### src/sv/egl_pkg.sv
// egl_pkg: shared types and constants of the gcd / lcm unit.
// Used by the channel interfaces, the controller, the datapath and the top level.
// No dependencies.
`default_nettype none

package egl_pkg;

    localparam int EGL_OPERAND_WIDTH = 32;   // default working width of the operands
    localparam int IN_OPND_W         = 32;   // operand field width on the request channel
    localparam int OPCODE_W          = 2;
    localparam int RESULT_W          = 64;

    localparam logic [OPCODE_W-1:0] OPC_GCD     = 2'd0;
    localparam logic [OPCODE_W-1:0] OPC_LCM     = 2'd1;
    localparam logic [OPCODE_W-1:0] OPC_COPRIME = 2'd2;

    typedef enum logic [1:0] {
        ST_IDLE,
        ST_GCD,
        ST_DIV,
        ST_DONE
    } egl_state_t;

    // datapath operation for the current cycle
    typedef enum logic [2:0] {
        CMD_HOLD,
        CMD_LOAD,
        CMD_GCD_STEP,
        CMD_GCD_FINISH,
        CMD_DIV_STEP
    } egl_cmd_t;

    typedef struct packed {
        egl_cmd_t cmd;
        logic     in_ready;
        logic     out_load;
    } egl_ctrl_t;

    typedef struct packed {
        logic gcd_done;    // one of the Euclid operands has reached zero
        logic div_last;    // final quotient bit this cycle
        logic lcm_needed;  // lcm opcode with both operands non-zero
    } egl_status_t;

endpackage

`default_nettype wire

### src/sv/egl_if.sv
// egl_in_if / egl_out_if: valid/ready channels of the gcd / lcm unit.
// Depends on egl_pkg for the field widths.
`default_nettype none

interface egl_in_if;
    import egl_pkg::*;

    logic                  valid;
    logic                  ready;
    logic [OPCODE_W-1:0]   opcode;
    logic [IN_OPND_W-1:0]  operand_a;
    logic [IN_OPND_W-1:0]  operand_b;

    modport source (output valid, output opcode, output operand_a, output operand_b,
                    input ready);
    modport sink   (input valid, input opcode, input operand_a, input operand_b,
                    output ready);
endinterface

interface egl_out_if;
    import egl_pkg::*;

    logic                 valid;
    logic                 ready;
    logic [RESULT_W-1:0]  result;

    modport source (output valid, output result, input ready);
    modport sink   (input valid, input result, output ready);
endinterface

`default_nettype wire

### src/sv/euclid_gcd_lcm_unit.sv
// euclid_gcd_lcm_unit: top level of the gcd / lcm unit.
// Depends on egl_pkg, egl_if (egl_in_if, egl_out_if), egl_ctrl and egl_datapath.
`default_nettype none

// Takes one request transaction (opcode, operand_a, operand_b) at a time and
// returns one response transaction. Opcode 0 gives gcd(a, b), opcode 1 the exact
// 64-bit lcm, opcode 2 gives 1 when a and b are coprime and both non-zero,
// opcode 3 gives 0. A zero operand gives gcd = the other operand, lcm = 0.
// Only the low OPERAND_WIDTH bits of each operand are used. The gcd is found by
// the binary method on one shared subtractor: one shift, swap or subtract per
// cycle, the number of steps set by the operand values. For lcm the same
// subtractor then divides a by the gcd, one quotient bit a cycle, and the
// quotient times b is taken into the output register once that is free.
// The request side is not ready while an item is in work; a finished result
// sits in an output register, so the next request can be taken while the
// response still waits for its sink.

module euclid_gcd_lcm_unit #(
    parameter int OPERAND_WIDTH = egl_pkg::EGL_OPERAND_WIDTH
) (
    input  wire logic  clk,
    input  wire logic  rst_n,
    egl_in_if.sink     request,
    egl_out_if.source  response
);
    import egl_pkg::*;

    egl_ctrl_t             ctrl;
    egl_status_t           status;
    logic [RESULT_W-1:0]   dp_result;
    logic                  out_free;

    logic                  out_valid_reg;
    logic                  out_valid_next;
    logic [RESULT_W-1:0]   result_reg;

    // output stage is free when empty or being drained this cycle
    assign out_free = !out_valid_reg || response.ready;

    egl_ctrl u_ctrl (
        .clk      (clk),
        .rst_n    (rst_n),
        .in_valid (request.valid),
        .out_free (out_free),
        .status   (status),
        .ctrl     (ctrl)
    );

    egl_datapath #(
        .OPERAND_WIDTH (OPERAND_WIDTH)
    ) u_datapath (
        .clk       (clk),
        .cmd       (ctrl.cmd),
        .opcode    (request.opcode),
        .operand_a (request.operand_a),
        .operand_b (request.operand_b),
        .status    (status),
        .result    (dp_result)
    );

    assign request.ready = ctrl.in_ready;

    always_comb
    begin
        priority if (ctrl.out_load)
            out_valid_next = 1'b1;
        else if (response.ready)
            out_valid_next = 1'b0;
        else
            out_valid_next = out_valid_reg;
    end

    always_ff @(posedge clk or negedge rst_n)
    begin
        if (!rst_n)
        begin
            out_valid_reg <= 1'b0;
        end
        else
        begin
            out_valid_reg <= out_valid_next;
        end
    end

    // payload register, no reset needed
    always_ff @(posedge clk)
    begin
        if (ctrl.out_load)
            result_reg <= dp_result;
    end

    assign response.valid  = out_valid_reg;
    assign response.result = result_reg;

endmodule

`default_nettype wire

### src/sv/egl_ctrl.sv
// egl_ctrl: sequencer of the gcd / lcm unit; issues one datapath command a cycle.
// Depends on egl_pkg.
`default_nettype none

module egl_ctrl (
    input  wire logic                 clk,
    input  wire logic                 rst_n,
    input  wire logic                 in_valid,
    input  wire logic                 out_free,
    input  wire egl_pkg::egl_status_t status,
    output egl_pkg::egl_ctrl_t        ctrl
);
    import egl_pkg::*;

    egl_state_t state_reg;
    egl_state_t state_next;

    always_ff @(posedge clk or negedge rst_n)
    begin
        if (!rst_n)
        begin
            state_reg <= ST_IDLE;
        end
        else
        begin
            state_reg <= state_next;
        end
    end

    always_comb
    begin
        state_next = state_reg;
        unique case (state_reg)
            ST_IDLE:
            begin
                if (in_valid)
                    state_next = ST_GCD;
            end
            ST_GCD:
            begin
                if (status.gcd_done)
                    state_next = status.lcm_needed ? ST_DIV : ST_DONE;
            end
            ST_DIV:
            begin
                if (status.div_last)
                    state_next = ST_DONE;
            end
            ST_DONE:
            begin
                if (out_free)
                    state_next = ST_IDLE;
            end
            default:
            begin
                state_next = ST_IDLE;
            end
        endcase
    end

    always_comb
    begin
        ctrl.cmd      = CMD_HOLD;
        ctrl.in_ready = 1'b0;
        ctrl.out_load = 1'b0;
        unique case (state_reg)
            ST_IDLE:
            begin
                ctrl.in_ready = 1'b1;
                ctrl.cmd      = in_valid ? CMD_LOAD : CMD_HOLD;
            end
            ST_GCD:
            begin
                ctrl.cmd = status.gcd_done ? CMD_GCD_FINISH : CMD_GCD_STEP;
            end
            ST_DIV:
            begin
                ctrl.cmd = CMD_DIV_STEP;
            end
            ST_DONE:
            begin
                ctrl.out_load = out_free;
            end
            default:
            begin
                ctrl.cmd = CMD_HOLD;
            end
        endcase
    end

endmodule

`default_nettype wire

### src/sv/egl_datapath.sv
// egl_datapath: operand registers, shared subtractor, binary gcd steps,
// restoring division steps and the final result select. Depends on egl_pkg.
`default_nettype none

module egl_datapath #(
    parameter int OPERAND_WIDTH = egl_pkg::EGL_OPERAND_WIDTH
) (
    input  wire logic                                clk,
    input  wire egl_pkg::egl_cmd_t                   cmd,
    input  wire logic [egl_pkg::OPCODE_W-1:0]        opcode,
    input  wire logic [egl_pkg::IN_OPND_W-1:0]       operand_a,
    input  wire logic [egl_pkg::IN_OPND_W-1:0]       operand_b,
    output egl_pkg::egl_status_t                     status,
    output logic [egl_pkg::RESULT_W-1:0]             result
);
    import egl_pkg::*;

    localparam int W     = OPERAND_WIDTH;
    localparam int CNT_W = (W > 1) ? $clog2(W) : 1;

    logic [OPCODE_W-1:0] opcode_reg;
    logic [W-1:0]        a_reg;
    logic [W-1:0]        b_reg;
    logic [W-1:0]        x_reg;     // gcd operand, then dividend / quotient
    logic [W-1:0]        y_reg;     // gcd operand, then partial remainder
    logic [W-1:0]        g_reg;
    logic [CNT_W-1:0]    k_reg;     // common factors of two
    logic [CNT_W-1:0]    cnt_reg;

    logic [W:0]          sub_lhs;
    logic [W:0]          sub_rhs;
    logic [W:0]          diff;
    logic                borrow;
    logic                nonzero;
    logic [W-1:0]        g_base;
    logic [2*W-1:0]      product;

    // one shared subtractor: x - y for gcd, trial remainder - g for division
    always_comb
    begin
        if (cmd == CMD_DIV_STEP)
        begin
            sub_lhs = {y_reg, x_reg[W-1]};
            sub_rhs = {1'b0, g_reg};
        end
        else
        begin
            sub_lhs = {1'b0, x_reg};
            sub_rhs = {1'b0, y_reg};
        end
        diff   = sub_lhs - sub_rhs;
        borrow = diff[W];
    end

    assign nonzero = (a_reg != '0) && (b_reg != '0);
    assign g_base  = (x_reg == '0) ? y_reg : x_reg;

    always_ff @(posedge clk)
    begin
        unique case (cmd)
            CMD_LOAD:
            begin
                opcode_reg <= opcode;
                a_reg      <= operand_a[W-1:0];
                b_reg      <= operand_b[W-1:0];
                x_reg      <= operand_a[W-1:0];
                y_reg      <= operand_b[W-1:0];
                k_reg      <= '0;
            end
            CMD_GCD_STEP:
            begin
                priority if (!x_reg[0] && !y_reg[0])
                begin
                    x_reg <= x_reg >> 1;
                    y_reg <= y_reg >> 1;
                    k_reg <= k_reg + 1'b1;
                end
                else if (!x_reg[0])
                begin
                    x_reg <= x_reg >> 1;
                end
                else if (!y_reg[0])
                begin
                    y_reg <= y_reg >> 1;
                end
                else if (borrow)
                begin
                    x_reg <= y_reg;
                    y_reg <= x_reg;
                end
                else
                begin
                    x_reg <= diff[W-1:0];
                end
            end
            CMD_GCD_FINISH:
            begin
                g_reg   <= g_base << k_reg;
                x_reg   <= a_reg;
                y_reg   <= '0;
                cnt_reg <= '0;
            end
            CMD_DIV_STEP:
            begin
                if (borrow)
                    y_reg <= {y_reg[W-2:0], x_reg[W-1]};
                else
                    y_reg <= diff[W-1:0];
                x_reg   <= {x_reg[W-2:0], ~borrow};
                cnt_reg <= cnt_reg + 1'b1;
            end
            default:
            begin
                x_reg <= x_reg;
            end
        endcase
    end

    assign status.gcd_done   = (x_reg == '0) || (y_reg == '0);
    assign status.div_last   = (cnt_reg == CNT_W'(W - 1));
    assign status.lcm_needed = (opcode_reg == OPC_LCM) && nonzero;

    // quotient a / g times b; registered at the output stage
    assign product = {{W{1'b0}}, x_reg} * {{W{1'b0}}, b_reg};

    always_comb
    begin
        unique case (opcode_reg)
            OPC_GCD:     result = RESULT_W'(g_reg);
            OPC_LCM:     result = nonzero ? RESULT_W'(product) : '0;
            OPC_COPRIME: result = RESULT_W'(nonzero && (g_reg == W'(1)));
            default:     result = '0;
        endcase
    end

endmodule

`default_nettype wire
### src/flat_wrapper.sv
// flat-port wrapper written by rule: the top's interface ports become plain ports
module euclid_gcd_lcm_unit_flat import egl_pkg::*;
#(
    parameter int OPERAND_WIDTH = egl_pkg::EGL_OPERAND_WIDTH
)
  (clk, rst_n, request_valid, request_opcode, request_operand_a, request_operand_b, request_ready, response_valid, response_result, response_ready);
  egl_in_if request_i ();
  egl_out_if response_i ();
  input  wire logic clk;
  input  wire logic rst_n;
  input wire logic [$bits(request_i.valid)-1:0] request_valid;
  input wire logic [$bits(request_i.opcode)-1:0] request_opcode;
  input wire logic [$bits(request_i.operand_a)-1:0] request_operand_a;
  input wire logic [$bits(request_i.operand_b)-1:0] request_operand_b;
  output wire logic [$bits(request_i.ready)-1:0] request_ready;
  output wire logic [$bits(response_i.valid)-1:0] response_valid;
  output wire logic [$bits(response_i.result)-1:0] response_result;
  input wire logic [$bits(response_i.ready)-1:0] response_ready;
  assign request_i.valid = request_valid;
  assign request_i.opcode = request_opcode;
  assign request_i.operand_a = request_operand_a;
  assign request_i.operand_b = request_operand_b;
  assign request_ready = request_i.ready;
  assign response_valid = response_i.valid;
  assign response_result = response_i.result;
  assign response_i.ready = response_ready;
  euclid_gcd_lcm_unit #(.OPERAND_WIDTH(OPERAND_WIDTH)) u_core (.clk(clk), .rst_n(rst_n), .request(request_i), .response(response_i));
endmodule
### config.mk
export PLATFORM = sky130hd
export DESIGN_NAME = euclid_gcd_lcm_unit_flat
export DESIGN_NICKNAME = d
export VERILOG_FILES = /design/src/sv/egl_pkg.sv /design/src/sv/egl_if.sv /design/src/sv/euclid_gcd_lcm_unit.sv /design/src/sv/egl_ctrl.sv /design/src/sv/egl_datapath.sv /design/src/flat_wrapper.sv
export SDC_FILE = /design/constraint.sdc
export NUM_CORES = 2
export LEC_CHECK = 0
export BUFFER_PORTS_ARGS = -buffer_cell sky130_fd_sc_hd__buf_4
export CORE_ASPECT_RATIO = 0.75
export CORE_MARGIN = 2
export CORE_UTILIZATION = 55
export CTS_BUF_LIST = sky130_fd_sc_hd__clkbuf_4
export DETAILED_ROUTE_END_ITERATION = 10
export HOLD_SLACK_MARGIN = 0.15
export MAX_ROUTING_LAYER = met4
export PLACE_DENSITY_LB_ADDON = 0.2
export SLEW_MARGIN = 10
export SYNTH_ARGS = -nofsm -noshare
export SYNTH_HDL_FRONTEND = slang
export SYNTH_SLANG_ARGS = --single-unit
### constraint.sdc
create_clock -name clk -period 18.23 [get_ports clk]
set_input_delay 3.646 -clock clk [delete_from_list [all_inputs] [get_ports clk]]
set_output_delay 3.646 -clock clk [all_outputs]
set_load 0.01 [all_outputs]
==> flow_results.org <==
** Detailed routing
- The first detailed-routing pass ran for 6 iterations.
- In the final routed layout, each cell accounts on average for 25.32 µm.
- The routed layout has about 39000 vias.
- Via density per instance :: ~6
- The count of nets left with antenna violations once routing finished came out at 0.
- DRC marker count from the first detailed-route iteration :: 4434
- For this block, the routed nets add up to between 150 and 200 mm of wire.
- DRC errors left :: 0

** Synth
- Share of flip-flops with an asynchronous set or reset after synthesis :: 0.01255
- sky130_fd_sc_hd__fa_1 is the most common cell in the netlist.
- Yosys mapped the design onto 92 distinct sky130hd cell types.
- Of the synthesized area, sequential elements account for 0.1480.
- Avg Inst Size Synth :: around 9.3 µm²
- The synthesized design contains between 200 and 250 register bits.
- Ranking of synthesized cells by instance count :: 897 x sky130_fd_sc_hd__fa_1, 885 x sky130_fd_sc_hd__inv_1, 689 x sky130_fd_sc_hd__nand2_1
- Yosys printed 0 warnings.
- Post-synthesis instance area :: approximately 0.048 mm²
- Post-synth top flop :: sky130_fd_sc_hd__edfxtp_1
- Area contributors post-synth :: sky130_fd_sc_hd__fa_1 37%, sky130_fd_sc_hd__edfxtp_1 15%, sky130_fd_sc_hd__ha_1 7.8%, sky130_fd_sc_hd__and2_1 7.7%, sky130_fd_sc_hd__inv_1 6.9%
- Share of Yosys cell area claimed by the top area cell type :: 0.3711
- The synthesized design contains about 240 enable-type register cells.
- The number of nets handed over by synthesis was ~6500.
- Post-Synthesis Cells :: 5222
- Library cell occupying the most area in the post-synthesis netlist :: sky130_fd_sc_hd__fa_1

** Clocking
- CTS saw 239 sinks.
- Post-CTS Hold Buffers :: 0
- Clock tree from TritonCTS :: done
- Clock slew seen by the registers of the worst setup and hold paths :: 0.08 ns
- Post-CTS setup buffers :: 0
- CTS H-tree lvls :: 2
- Clock latency of the later-clocked register in the worst-skew pair :: just under 0.9 ns
- Root Buffer Master :: sky130_fd_sc_hd__clkbuf_4
- The number of gates resized after CTS was 0.
- Total CTS buffers :: between 50 and 60
- Maximum count of clock buffers along a single path :: 3

** Timing
- Across the routed clock network, the largest skew measured is between 0.09 and 0.1 ns.
- Based on the critical path, the design can be clocked at up to about 100 MHz.
- Worst-Margin Slew :: between 1 and 1.5 ns
- Setup violations remaining at the end of the flow were counted as 0.
- Unrepaired setup endpoints after global routing :: false
- Max-Slew Margin vs Limit :: 0.1645
- The total count of hold-check failures in the final report is 0.
- The final number of max-transition violations is 0.
- Counting I/O delays and the setup requirement, the final critical path takes 9.535 ns.
- Final period util :: 0.5230
- For the final routed database, the setup TNS stands at 0 ns.

** Power
- Total chip power :: ~0.0011 W
- Largest voltage drop on the vdd net :: between 0.06 and 0.07 mV
- Net load switching power :: roughly 0.00028 W
- Combinational share of power :: 0.019
- For this design the ratio of total power to cell area is around 21 mW/mm².
- Clock power share :: 0.437
- P_leak :: 24.22 nW
- The share of total power dissipated in sequential elements is 0.544.
- Proportion of total power due to net switching :: 0.2514
- Internal power summed over all cells :: between 0.0008 and 0.0009 W

** Min path
- Class of the tightest hold or removal check :: flip-flop to flip-flop

** Setup path
- Critical path type :: flip-flop to flip-flop
- At the worst endpoint, the required time is 18.79 ns.
- STA classifies the critical path startpoint as a flip-flop.
- Setup slack, reg-to-reg :: between 8 and 9 ns
- Worst-path fanout max :: 29
- Buffers plus inverters on the worst setup path :: 3
- Data arrives at the worst endpoint at approximately 10 ns.
- The worst setup path is captured at a flip-flop.
- The most numerous cell type found on the critical path is sky130_fd_sc_hd__fa_1.
- Worst stage delay on the critical path :: 0.84 ns
- On the critical path the largest part of the delay comes from adder cells.
- Critical-path top delay cell :: sky130_fd_sc_hd__edfxtp_1
- Cells traversed along the worst timing path :: buf_4 -> and2_1 -> fa_1 -> fa_1 -> inv_1 -> fa_1 -> fa_1 -> inv_1 -> fa_1 -> fa_1 -> fa_1 -> fa_1 -> ha_1 -> nand2_1 -> o21a_1 -> o21ai_0 -> a21oi_1 -> or4_1 -> o21ai_1 -> a21oi_1 -> nor4b_1 -> mux2i_1 -> nand2_1

** Placement
- DPL Wire Length :: 120.5 mm
- At the end of routability-driven placement, the weighted congestion stood at 1.032.
- During placement, the flow inserted port buffers numbering 135.
- Summing all placed instances gives a cell area of 0.05039 mm².

** Run status
- The run finished with clean final reports.

** Global routing
- The number of global-route vias before repair is approximately 39000.
- Final global-route overflow total :: 0
- The initial antenna violation count came to 11.
- The first global-routing pass estimated 247.2 mm of wire.
- In the global route stage, overall resource usage came out at 0.3791.
- Pin count of the biggest net entering global routing :: between 60 and 70

** Cells and area
- With fillers left out, the area of the finished cells amounts to roughly 0.051 mm².
- After filler insertion, the fill cell instance count of the layout stands at between 7000 and 8000.
- Area grow syn2layout :: 5.688%
- Final net count :: between 6000 and 7000
- Of the cells placed in the final design, the portion with a size suffix greater than 1 is 0.07946.
- The register with the most flip-flops in the layout has 64 of them.

** Floorplan
- From bottom edge to top edge, the die measures approximately 260 µm.
- Die extent in x :: between 300 and 400 µm
- The initial utilization of the core area, before any placement, comes to 0.5538.
- Site row count :: 94
- The die covers 0.09040 mm².
- Area of the core :: between 0.08 and 0.09 mm²
- 136 I/O pins were placed.

** Flow run
- Max Cap Violations :: 0
[per-stage QoR]
stage | setup slack, ns | cells | util | hold WS, ns
finish | 8.695 | 6388 | 0.5853 | 0.5677
global placement | 8.562 | 6275 | 0.5767 | 0.5286
floorplan | 8.839 | 5222 | - | 0.5327
CTS | 9.104 | 6375 | 0.5849 | 0.5681
detailed placement | 8.449 | 6275 | 0.5767 | 0.5526
global route | 8.525 | 6385 | 0.5852 | 0.6114
[tightest hold or removal path, cell delays in order, from the launching register on]
cell	delay [ns]
sky130_fd_sc_hd__dfrtp_1	0.36
sky130_fd_sc_hd__nand2b_1	0.10
sky130_fd_sc_hd__nand2_1	0.08
[routing by layer]
metal / global-route usage / up-vias / part of all wire
met5: - / - / 0
met4: 0.1040 / 0 / 0.032
met3: 0.1252 / 282 / 0.14
met2: 0.5097 / 2326 / 0.40
met1: 0.5449 / 19550 / 0.43
li1: - / 16360 / -
[worst paths after layout]
kind	depth (start not counted)	startpoint	endpoint
max	23	u_core.u_datapath.x_reg[14]	u_core.response.result[56]
min	2	u_core.response.valid	u_core.response.valid
max reg2reg	23	u_core.u_datapath.x_reg[14]	u_core.response.result[56]
min reg2reg	2	u_core.response.valid	u_core.response.valid
max in group asynchronous	1	rst_n	u_core.u_ctrl.state_reg[1]
min in group asynchronous	1	rst_n	u_core.response.valid
[cell type report]
cell class / instances / area (µm²) / area share
clock inverters: 23 / 143.9 / 0.002813
clock buffers: 77 / 578.1 / 0.01130
well taps: 1152 / 1441 / 0.02818
repair buffers: 242 / 1817 / 0.03552
inverters: 885 / 3322 / 0.06495
flip-flops and latches: 239 / 7162 / 0.1400
diodes: 13 / 32.53 / 0.0006360
multi-input cells: 3757 / 36650 / 0.7166
[cell usage in the layout (no fill, tap or decap), types with 24 or more instances in the layout]
cell,n
sky130_fd_sc_hd__xnor2_1,57
sky130_fd_sc_hd__nand3_1,44
sky130_fd_sc_hd__fa_1,897
sky130_fd_sc_hd__inv_1,885
sky130_fd_sc_hd__ha_1,303
sky130_fd_sc_hd__nand2_1,689
sky130_fd_sc_hd__o21ai_0,131
sky130_fd_sc_hd__and2_1,596
sky130_fd_sc_hd__a21o_1,52
sky130_fd_sc_hd__clkbuf_4,77
sky130_fd_sc_hd__o21a_1,24
sky130_fd_sc_hd__xor2_1,33
sky130_fd_sc_hd__buf_4,242
sky130_fd_sc_hd__nor2_1,165
sky130_fd_sc_hd__mux2i_1,110
sky130_fd_sc_hd__a21oi_1,205
sky130_fd_sc_hd__edfxtp_1,236
sky130_fd_sc_hd__nand4_1,26
sky130_fd_sc_hd__mux2_2,40
sky130_fd_sc_hd__nor4_1,40
[kinds of logic after synthesis]
family | Yosys count | synth area share
xor gates and xnor gates | 90 | 0.01629
AOI/OAI and AO/OA | 646 | 0.08555
and+or+nand+nor | 1669 | 0.1717
muxes | 152 | 0.03299
DFF | 239 | 0.1480
buffers and inverters | 1226 | 0.09605
adders and majority gates | 1200 | 0.4494
[power by group through the flow]
stage / Combinational, W / Clock [W] / Sequential, W
2_1_floorplan: 0.000000262 / 0 / 0.000609
3_3_place_gp: 0.0000202 / 0 / 0.000608
3_5_place_dp: 0.0000203 / 0 / 0.000608
4_1_cts: 0.0000204 / 0.000479 / 0.000596
5_1_grt: 0.0000205 / 0.000509 / 0.000596
6_report: 0.0000208 / 0.000478 / 0.000596
(Power assumes the default switching activity.)
